[src/npr_pkg.sv]
// Package for the plane rotation chain: payload structs, configuration
// struct, register indexes and the plane order table.
// No dependencies.
package npr_pkg;

	localparam int AXES    = 4;
	localparam int NROT    = 6;
	localparam int COORD_W = 32;
	localparam int COEF_W  = 16;
	localparam int REG_W   = 32;
	localparam int IDX_W   = 3;
	localparam int FRAC_W  = 14;
	localparam int PROD_W  = COORD_W + COEF_W;

	// reset value of each rotation register: cos 1.0, sin 0.0 in Q2.14
	localparam logic [REG_W-1:0] ROT_RESET = 32'h4000_0000;

	typedef enum logic [IDX_W-1:0] {
		REG_ROT_1_0    = 3'd0,
		REG_ROT_2_0    = 3'd1,
		REG_ROT_2_1    = 3'd2,
		REG_ROT_3_0    = 3'd3,
		REG_ROT_3_1    = 3'd4,
		REG_ROT_3_2    = 3'd5,
		REG_PLANE_MODE = 3'd6
	} reg_idx_t;

	// plane k rotates axes (PLANE_I[k], PLANE_J[k]) using register k
	localparam logic [1:0] PLANE_I [NROT] = '{2'd1, 2'd2, 2'd2, 2'd3, 2'd3, 2'd3};
	localparam logic [1:0] PLANE_J [NROT] = '{2'd0, 2'd0, 2'd1, 2'd0, 2'd1, 2'd2};

	typedef logic [AXES-1:0][COORD_W-1:0] vec_t;

	typedef struct packed {
		logic signed [COORD_W-1:0] coord_0;
		logic signed [COORD_W-1:0] coord_1;
		logic signed [COORD_W-1:0] coord_2;
		logic signed [COORD_W-1:0] coord_3;
	} point_in_t;

	typedef struct packed {
		logic signed [COORD_W-1:0] rotated_0;
		logic signed [COORD_W-1:0] rotated_1;
		logic signed [COORD_W-1:0] rotated_2;
		logic signed [COORD_W-1:0] rotated_3;
	} point_out_t;

	typedef struct packed {
		logic [NROT-1:0][REG_W-1:0] rot;
		logic                       plane_mode;
	} cfg_t;

endpackage

[src/npr_cfg.sv]
// Configuration registers of the plane rotation chain: six cos/sin words
// and the plane mode bit. Depends on npr_pkg.
module npr_cfg import npr_pkg::*; (
	input  logic             clk,
	input  logic             arst_n,
	input  logic             cfg_we,
	input  logic [IDX_W-1:0] cfg_index,
	input  logic [REG_W-1:0] cfg_data,
	output cfg_t             cfg
);

	logic [NROT-1:0][REG_W-1:0] rot_q;
	logic                       plane_mode_q;

	always_ff @(posedge clk or negedge arst_n) begin
		if (!arst_n) begin
			for (int k = 0; k < NROT; k++) rot_q[k] <= ROT_RESET;
			plane_mode_q <= 1'b0;
		end else if (cfg_we) begin
			case (reg_idx_t'(cfg_index))
				REG_ROT_1_0:    rot_q[0] <= cfg_data;
				REG_ROT_2_0:    rot_q[1] <= cfg_data;
				REG_ROT_2_1:    rot_q[2] <= cfg_data;
				REG_ROT_3_0:    rot_q[3] <= cfg_data;
				REG_ROT_3_1:    rot_q[4] <= cfg_data;
				REG_ROT_3_2:    rot_q[5] <= cfg_data;
				REG_PLANE_MODE: plane_mode_q <= cfg_data[0];
				default: ;  // unused index, write dropped
			endcase
		end
	end

	assign cfg.rot        = rot_q;
	assign cfg.plane_mode = plane_mode_q;

endmodule

[config.mk]
export PLATFORM = sky130hd
export DESIGN_NAME = npr_cfg
export DESIGN_NICKNAME = d
export VERILOG_FILES = /design/src/npr_pkg.sv /design/src/npr_cfg.sv
export SDC_FILE = /design/constraint.sdc
export NUM_CORES = 1
export LEC_CHECK = 0
export BUFFER_PORTS_ARGS = -buffer_cell sky130_fd_sc_hd__buf_2
export CAP_MARGIN = 10
export CORE_MARGIN = 2
export CORE_UTILIZATION = 51
export DETAILED_ROUTE_END_ITERATION = 10
export PLACE_DENSITY = 0.9
export SETUP_SLACK_MARGIN = 0.4
export SLEW_MARGIN = 15
export SYNTH_ARGS = -nofsm -noshare
export SYNTH_HDL_FRONTEND = slang
export SYNTH_SLANG_ARGS = --single-unit
export TNS_END_PERCENT = 30
[constraint.sdc]
create_clock -name clk -period 0.95 [get_ports clk]
set_input_delay 0.1425 -clock clk [delete_from_list [all_inputs] [get_ports clk]]
set_output_delay 0.1425 -clock clk [all_outputs]
set_load 0.02 [all_outputs]
==> impl_metrics.json, run 1 <==
{
  "die_w_um": 123.8,
  "outcome": "complete, but fails checks",
  "synth_top_area_share_pct": 63.95,
  "grt_pass1_wl_mm": 32.94,
  "drv_slew": 0,
  "cts_buffer_depth": 2,
  "maxCapViolations": 0,
  "whs_ps": -410.3,
  "min_period_ps": 1257,
  "synth_top_area_cell": "dfrtp_1",
  "drt_first_iter_violations": 270,
  "ys_seq_elements": 193,
  "grt_setup_unrepaired": "yes",
  "viasPerCell": 5.352,
  "end_kind": "primary output",
  "synth_area_leaders": "dfrtp_1, mux2_2, mux2_1",
  "gp_congestion": 0.7761,
  "clock_latency_ps": 420,
  "r2r-start": "cfg[135]",
  "cp_slowest_stage_delay_ps": 570,
  "synth-main-ff-cell": "dfrtp_1",
  "dr_total_vias": 5256,
  "clock_skew_ps": 0,
  "antenna_found_initial": 0,
  "period_share_pct": 132.3,
  "dpl_cell_area_um2": 9214,
  "rrSetupSlack_ps": -110,
  "grt_use_total_pct": 29.65,
  "clk_pin_slew_ps": 70,
  "fin_ws_ps": -307.1,
  "hold_violations": 191,
  "synthArstFlopShare_pct": 100.0,
  "cts_tree": "built",
  "io_buffers": 230,
  "antenna_left": 0,
  "critical_path.slowest_cell": "dfstp_2",
  "synthesis.area_um2": 7317,
  "layout.nets": 827,
  "dp_hpwl_mm": 12.75,
  "violations": "negative hold slack, negative setup slack",
  "cp_top_family": "flip-flops",
  "firstDrtPassIters": 5,
  "rr_worst_depth": 3,
  "grt_start_max_net_pins": 48,
  "worst_ep_required_time_ps": 810,
  "n_antenna_cell": 0,
  "crit_arrival_ps": 1110,
  "routed_wirelength_mm": 24.73,
  "tritoncts.num_buffers": 17,
  "syn_nets": 454,
  "critPathMaxFanout": 2,
  "power_density_nw_per_um2": 2516,
  "power.leakage_nw": 5.859,
  "pre_cts_ws_ps": -548.7,
  "synth_edf_count": 0,
  "drc": 0,
  "worst_r2r_endpoint": "cfg[135]",
  "maxSlewHeadroom_pct": 77.55,
  "initial_core_util_pct": 52.51,
  "ys_types": 11,
  "die_h_um": 123.8,
  "hold_path_class": "in -> async",
  "start_kind": "register",
  "grt_pass1_vias": 5607,
  "area_growth_pct": 62.16,
  "fmax_ghz": 0.7955,
  "synth_warnings": 0,
  "synth_cells": 416,
  "fin_area_um2": 11870,
  "critical_path_class": "reg -> out",
  "root_buffer": "clkbuf_16",
  "critPathBufInv": 1,
  "clock_sinks": 193,
  "wl_per_cell_um": 25.19,
  "ys_top_cells_by_count": "dfrtp_1, mux2_2, mux2_1, buf_2, buf_8",
  "ios": 231,
  "rows": 43,
  "worstPathCellList": "buf_6",
  "h-tree-depth": 4,
  "max-vdd-ir-drop_uv": 1442,
  "overflow": 0,
  "synthMostInstantiatedCell": "dfrtp_1",
  "core_um2": 13930,
  "dieArea_um2": 15320,
  "yosysSeqAreaShare_pct": 66.11,
  "tightest_slew_ps": 336.2,
  "setup_viol": 271,
  "drive_gt1_share_pct": 75.56,
  "avgSynthCellArea_um2": 17.59
}
[cells in the final DEF, fill, tap and decap left out, drive strengths merged]
master	n
clkinvlp	3
buf	377
nor4b	1
clkinv	6
dfstp	6
nor4bb	3
mux2	193
dfrtp	187
clkbuf	21
nand4b	3
inv	2
[layout make-up]
type	count	area, um^2
Clock buffer	21	470.5
Clock inverter	11	81.33
Fill cell	580	2069
Multi-Input combinational cell	200	2741
Sequential cell	193	4837
Tap cell	180	225.2
Timing Repair Buffer	377	3510
[routing by layer]
layer / vias up / part of all wire (%) / track usage (%)
met2: 223 / 54 / 52.09
met4: 0 / 3.2 / 13.14
met5: - / 0 / 0
li1: 2220 / - / -
met3: 62 / 4.6 / 6.319
met1: 2751 / 38 / 35.06
[repair_timing]
action	4_1_cts	5_1_grt
setup buffers	77	42
hold endpoints to repair	191	182
setup endpoints to repair	386	386
gates resized for setup	274	103
pin swaps	3	1
[worst max-delay path by stage]
| stage | startpoint | to | slack, ps | cells past startpoint |
|---|---|---|---|---|
| floorplan | cfg_index[0] | cfg[20] | -360 | 4 |
| detailed placement | cfg_index[1] | cfg[60] | -550 | 4 |
| finish | cfg[63] | cfg[63] | -310 | 1 |
| global placement | cfg_index[2] | cfg[96] | -490 | 4 |
| CTS | cfg[95] | cfg[95] | -300 | 1 |
| global route | cfg[63] | cfg[63] | -330 | 1 |
[through the flow]
| step | cells | power (W) | util (%) | TNS [ps] |
|---|---|---|---|---|
| 6_report | 982 | 0.02986 | 85.15 | -35250 |
| 5_1_grt | 982 | 0.03087 | 85.15 | -42150 |
| 4_1_cts | 940 | 0.02795 | 80.53 | -33400 |
| 3_5_place_dp | 831 | 0.01860 | 66.12 | -88920 |
| 3_3_place_gp | 831 | 0.01826 | 66.12 | -82060 |
| 2_1_floorplan | 416 | 0.01564 | - | -46250 |
[report_power, final]
group	switching (W)	internal, W
Combinational	0.00493	0.00650
Sequential	0.00154	0.0101
Clock	0.00323	0.00358
[flip-flops by register name (all words and copies together), names as in the netlist]
signal / cells
plane_mode_q: 1
cfg: 192
[logic make-up (layout without fill, tap and decap cells)]
logic type    after synthesis  in the layout  share of synthesized area, %
buf+inv                    23            409                         3.095
flops                     193            193                         66.11
mux                       193            193                         29.70
simple gates                7              7                         1.094
Power figures use the tool's default switching activity.
==> run 2, diff against run 1 <==
--- a/config.mk
+++ b/config.mk
@@ -10,7 +10,7 @@
 export CORE_MARGIN = 2
 export CORE_UTILIZATION = 51
 export DETAILED_ROUTE_END_ITERATION = 10
-export PLACE_DENSITY = 0.9
+export PLACE_DENSITY = 0.85
 export SETUP_SLACK_MARGIN = 0.4
 export SLEW_MARGIN = 15
 export SYNTH_ARGS = -nofsm -noshare
==> run 2 against run 1 <==
Effect of this change:
- hold slack worse by 7.9 ps
- clock skew unchanged
- sequential share of layout area up 0.56 points
- first-iteration DRC count up 11%
- core utilization down 1.2 points
- register-to-register slack better by 20 ps
- via count down 3.0%
- combinational power down 4%
- largest power group unchanged
- the flow still finishes with violations (negative hold slack, negative setup slack)
- sequential cell count unchanged
- critical path type unchanged
- fmax up 0.67%
- total power down 2.3%
- final cell count down 2.9%
==> impl_metrics.json, run 2 (synthesized netlist as in run 1, its figures left out) <==
{
  "largest_register_ff_count": 192,
  "h-tree-depth": 4,
  "gp_congestion": 0.7272,
  "drv_slew": 0,
  "maxSlewHeadroom_pct": 73.95,
  "num-fill-cells": 583,
  "critical_path.slowest_cell": "dfstp_2",
  "layout.nets": 798,
  "grt_pass1_vias": 5375,
  "overflow": 0,
  "power.leakage_nw": 5.696,
  "clock_latency_ps": 420,
  "ios": 231,
  "whs_ps": -418.2,
  "drt_first_iter_violations": 299,
  "setup_viol": 255,
  "antenna_left": 0,
  "io_buffers": 230,
  "worstPathCellList": "buf_6",
  "clock_skew_ps": 0,
  "viasPerCell": 5.342,
  "root_buffer": "clkbuf_16",
  "grt_use_total_pct": 28.08,
  "cts_tree": "built",
  "start_kind": "register",
  "dp_hpwl_mm": 12.62,
  "use_met3_pct": 7.509,
  "met1_usage_pct": 34.02,
  "firstDrtPassIters": 4,
  "grt_start_max_net_pins": 47,
  "critPathMaxFanout": 2,
  "drc": 0,
  "clock_sinks": 193,
  "end_kind": "primary output",
  "grt_pass1_wl_mm": 31.35,
  "wl_per_cell_um": 23.53,
  "finalNonFillerCells": 954,
  "maxCapViolations": 0,
  "layout_common_cells": "dfrtp_1, buf_6, mux2_4, buf_4, mux2_2",
  "hold_violations": 190,
  "use_met2_pct": 46.94,
  "die_h_um": 123.8,
  "core_um2": 13930,
  "routed_wirelength_mm": 22.45,
  "outcome": "complete, but fails checks",
  "tritoncts.num_buffers": 17,
  "antenna_found_initial": 0,
  "finalPower_w": 0.02916,
  "power_density_nw_per_um2": 2491,
  "drive_gt1_share_pct": 74.64,
  "cp_slowest_stage_delay_ps": 560,
  "gr-max-usage-layer": "met2",
  "fin_area_um2": 11700,
  "cts_buffer_depth": 2,
  "rows": 43,
  "fmax_ghz": 0.8008,
  "tightest_slew_ps": 390.1,
  "violations": "negative hold slack, negative setup slack",
  "area_growth_pct": 59.95,
  "dieArea_um2": 15320,
  "crit_arrival_ps": 1110,
  "clk_pin_slew_ps": 70,
  "die_w_um": 123.8,
  "dr_total_vias": 5096,
  "period_share_pct": 131.4,
  "place_inst": 827,
  "tns_ps": -35190,
  "layout.cells.most_common": "dfrtp_1",
  "hold_path_class": "in -> async",
  "max-vdd-ir-drop_uv": 1397,
  "min_period_ps": 1249,
  "cp_top_family": "flip-flops",
  "dpl_cell_area_um2": 9234,
  "critical_path_class": "reg -> out",
  "worst_ep_required_time_ps": 810,
  "fin_ws_ps": -298.7,
  "initial_core_util_pct": 52.51,
  "critPathBufInv": 1,
  "grt_setup_unrepaired": "yes"
}
[run 2: path summary, 6_finish.rpt]
path | startpoint | to | slack (ps) | depth (start not counted)
max in group asynchronous | arst_n | cfg[157] | 820 | 2
worst max-delay path | cfg[127] | cfg[127] | -300 | 1
min in group clk | cfg_data[2] | cfg[131] | 30 | 2
worst min-delay path | arst_n | cfg[132] | -420 | 1
worst min register to register | cfg[180] | cfg[180] | 500 | 1
worst max register to register | cfg[168] | cfg[168] | -90 | 3
[run 2: final cells by class]
type	count	area [um^2]	share of cell area (%)
Timing Repair Buffer	348	3392	28.98
Multi-Input combinational cell	200	2723	23.26
Antenna cell	1	2.502	0.02138
Tap cell	180	225.2	1.924
Clock inverter	13	91.34	0.7804
Sequential cell	193	4837	41.33
Clock buffer	19	432.9	3.699
[run 2: through the flow]
| stage | util, % | setup slack [ps] |
|---|---|---|
| global placement | 66.27 | -509.6 |
| global route | 83.97 | -326.1 |
| detailed placement | 66.27 | -579.8 |
| finish | 83.99 | -298.7 |
| CTS | 79.67 | -296.6 |
| floorplan | - | -358.2 |
[run 2: timing repair]
item,CTS,global route
resized for setup,269,120
gates cloned,0,0
pin swaps,4,2
setup endpoints to repair,386,386
hold endpoints to repair,190,190
setup buffers,65,29
[run 2: where the power goes]
part / total, W / internal (W) / switching (W)
Clock: 0.00656 / 0.00334 / 0.00322
Sequential: 0.0116 / 0.0101 / 0.00151
Combinational: 0.0110 / 0.00630 / 0.00471
Total: 0.0292 / 0.0197 / 0.00943
[run 2: per-layer routing]
metal / wire length, um / up-vias / part of all wire [%]
met5: 0 / - / 0
li1: - / 2168 / -
met1: 8487 / 2662 / 38
met3: 1344 / 53 / 6.0
met4: 621 / 0 / 2.8
met2: 12000 / 213 / 53
[run 2: worst reg2reg max path: stages, from the launching register on]
cell and delay, ps:
dfrtp_1 400, buf_4 150, buf_4 130, mux2_4 250
==> run 3, diff against run 2 <==
--- a/config.mk
+++ b/config.mk
@@ -5,12 +5,15 @@
 export SDC_FILE = /design/constraint.sdc
 export NUM_CORES = 1
 export LEC_CHECK = 0
+export ABC_AREA = 1
 export BUFFER_PORTS_ARGS = -buffer_cell sky130_fd_sc_hd__buf_2
 export CAP_MARGIN = 10
 export CORE_MARGIN = 2
 export CORE_UTILIZATION = 51
+export CTS_CLUSTER_SIZE = 10
 export DETAILED_ROUTE_END_ITERATION = 10
-export PLACE_DENSITY = 0.85
+export MAX_ROUTING_LAYER = met4
+export PLACE_DENSITY = 0.84
 export SETUP_SLACK_MARGIN = 0.4
 export SLEW_MARGIN = 15
 export SYNTH_ARGS = -nofsm -noshare
==> run 3 against run 2 <==
Effect of this change:
- the flow still finishes with violations (negative hold slack, negative setup slack)
- routed wire length up 40%
- final cell count up 46%
- core utilization up 0.79 points
- critical path type unchanged
- combinational power down 10%
- area after synthesis up 2.7%
- hold slack better by 15 ps
- fmax down 1.9%
- final area up 4.9%
- clock power up 5.5%
- setup slack worse by 24 ps
- largest cell class unchanged
==> impl_metrics.json, run 3 <==
{
  "dp_hpwl_mm": 15.61,
  "worst_r2r_endpoint": "cfg[103]",
  "cts_tree": "built",
  "drt_first_iter_violations": 950,
  "die_h_um": 125.4,
  "worst_ep_required_time_ps": 810,
  "io_buffers": 230,
  "tritoncts.num_buffers": 17,
  "wl_per_cell_um": 22.52,
  "antenna_found_initial": 0,
  "synth_top_area_share_pct": 62.25,
  "clock_skew_ps": 0,
  "critPathMaxFanout": 2,
  "fin_ws_ps": -322.7,
  "num-fill-cells": 704,
  "synthMostInstantiatedCell": "nand2_1",
  "critPathBufInv": 1,
  "routed_wirelength_mm": 31.34,
  "r2r-start": "cfg[103]",
  "rr_worst_depth": 4,
  "layout.cells.most_common": "nand2_1",
  "synth_edf_count": 0,
  "firstDrtPassIters": 5,
  "outcome": "complete, but fails checks",
  "clock_latency_ps": 440,
  "syn_nets": 884,
  "synth_area_leaders": "dfrtp_1, nand2_1, nand3_1",
  "critical_path.slowest_cell": "dfstp_2",
  "end_kind": "primary output",
  "violations": "negative hold slack, negative setup slack",
  "ys_types": 12,
  "min_period_ps": 1273,
  "p_sw_w": 0.009758,
  "synth_warnings": 0,
  "ys_seq_elements": 193,
  "start_kind": "register",
  "hold_path_class": "in -> async",
  "layout_common_cells": "nand2_1, buf_6, dfrtp_1, nand3_1, buf_4",
  "overflow": 0,
  "synthesis.area_um2": 7517,
  "cts_buffer_depth": 2,
  "hold_violations": 190,
  "maxCapViolations": 0,
  "finalPower_w": 0.02797,
  "h-tree-depth": 4,
  "rows": 44,
  "clk_pin_slew_ps": 70,
  "drv_slew": 0,
  "grt_pass1_wl_mm": 40.25,
  "tightest_slew_ps": 507.0,
  "grt_setup_unrepaired": "yes",
  "max-vdd-ir-drop_uv": 1540,
  "dr_total_vias": 8178,
  "yosysSeqAreaShare_pct": 64.35,
  "fmax_ghz": 0.7857,
  "pwr-share-comb_pct": 35.3,
  "synth_top_area_cell": "dfrtp_1",
  "maxSlewHeadroom_pct": 66.12,
  "n_antenna_cell": 0,
  "cp_slowest_stage_delay_ps": 570,
  "clkPwrFrac_pct": 24.7,
  "grt_start_max_net_pins": 34,
  "largest_register_ff_count": 192,
  "cp_top_family": "flip-flops",
  "power.leakage_nw": 6.620,
  "area_growth_pct": 63.30,
  "ios": 231,
  "whs_ps": -403.1,
  "crit_arrival_ps": 1130,
  "sw_frac_of_total_pct": 34.89,
  "grt_pass1_vias": 7422,
  "period_share_pct": 134.0,
  "clock_sinks": 193,
  "rrSetupSlack_ps": 0,
  "setup_viol": 195,
  "drc": 0,
  "power_density_nw_per_um2": 2278,
  "ys_top_cells_by_count": "nand2_1, dfrtp_1, nand3_1, buf_2, clkbuf_1",
  "avgSynthCellArea_um2": 8.886,
  "drive_gt1_share_pct": 44.70,
  "grt_use_total_pct": 34.07,
  "die_w_um": 125.4,
  "synthArstFlopShare_pct": 100.0,
  "core_um2": 14480,
  "initial_core_util_pct": 51.92,
  "critical_path_class": "reg -> out",
  "root_buffer": "clkbuf_16",
  "worstPathCellList": "buf_6",
  "dieArea_um2": 15730,
  "viasPerCell": 5.875,
  "antenna_left": 0,
  "gp_congestion": 0.9493,
  "synth-main-ff-cell": "dfrtp_1",
  "layout.nets": 1233,
  "internal_power_w": 0.01821,
  "seq_power_share_pct": 39.9,
  "synth_cells": 846
}
run 3: cell count changes after synthesis, sizes merged:
cell,previous run,this run
buf,23,35
nand3,0,129
nand2,0,461
clkbuf,0,16
inv,0,6
nand4b,3,0
mux2,193,0
nor4bb,3,0
nor4b,1,0
nor2,0,6
run 3: area by class of cell:
| class | count | area (um^2) | share of cell area [%] |
|---|---|---|---|
| Clock buffer | 24 | 501.7 | 4.087 |
| Sequential cell | 193 | 4837 | 39.40 |
| Timing Repair Buffer | 381 | 3727 | 30.36 |
| Clock inverter | 8 | 53.80 | 0.4383 |
| Inverter | 6 | 40.04 | 0.3262 |
| Tap cell | 184 | 230.2 | 1.875 |
| Multi-Input combinational cell | 596 | 2885 | 23.50 |
run 3: how the worst max path moves through the flow:
| stage | startpoint | to | slack [ps] | cells after the start |
|---|---|---|---|---|
| finish | cfg[31] | cfg[31] | -320 | 1 |
| global route | cfg[31] | cfg[31] | -340 | 1 |
| CTS | cfg[31] | cfg[31] | -320 | 1 |
| detailed placement | cfg_index[0] | cfg[145] | -290 | 7 |
| global placement | cfg_index[0] | cfg[157] | -240 | 7 |
| floorplan | cfg_index[2] | cfg[10] | 110 | 5 |
run 3: timing repair:
action | CTS | global route
buffers inserted | 41 | 59
endpoints found under the setup margin | 386 | 386
endpoints found under the hold margin | 202 | 191
cloned | 0 | 0
resized for setup | 295 | 240
pin swaps | 59 | 101
run 3: routing by layer:
| layer | vias to the layer above | track usage (%) | part of all wire (%) |
|---|---|---|---|
| met5 | - | - | 0 |
| met4 | 0 | 16.14 | 5.9 |
| met3 | 181 | 8.130 | 9.1 |
| met2 | 654 | 54.51 | 51 |
| met1 | 3993 | 41.09 | 34 |
| li1 | 3350 | - | - |
run 3: power by group through the flow:
stage | Clock (W) | Sequential [W] | Combinational (W)
global route | 0.00731 | 0.0112 | 0.0103
CTS | 0.00677 | 0.0109 | 0.00784
floorplan | 0 | 0.0126 | 0.00151
finish | 0.00692 | 0.0112 | 0.00988
detailed placement | 0 | 0.0108 | 0.00609
global placement | 0 | 0.0107 | 0.00592
run 3: metrics by stage:
stage | worst slack [ps] | cell area [um^2] | utilization [%] | instances | setup TNS [ps]
after global placement | -239.5 | 9279 | 64.09 | 1260 | -34740
after detailed placement | -287.4 | 9279 | 64.09 | 1260 | -35260
after global routing | -336.2 | 12280 | 84.78 | 1392 | -39770
after floorplan | 112.8 | 7751 | - | 846 | 0
final | -322.7 | 12280 | 84.78 | 1392 | -35270
after CTS | -319.8 | 11080 | 76.53 | 1333 | -34810
run 3: logic make-up (layout without fill, tap and decap cells):
family                 count (synthesis)  count (layout)  synth area share, %
AND/OR/NAND/NOR                      596             596                32.21
flip-flops                           193             193                64.35
buffers and inverters                 57             419                3.445
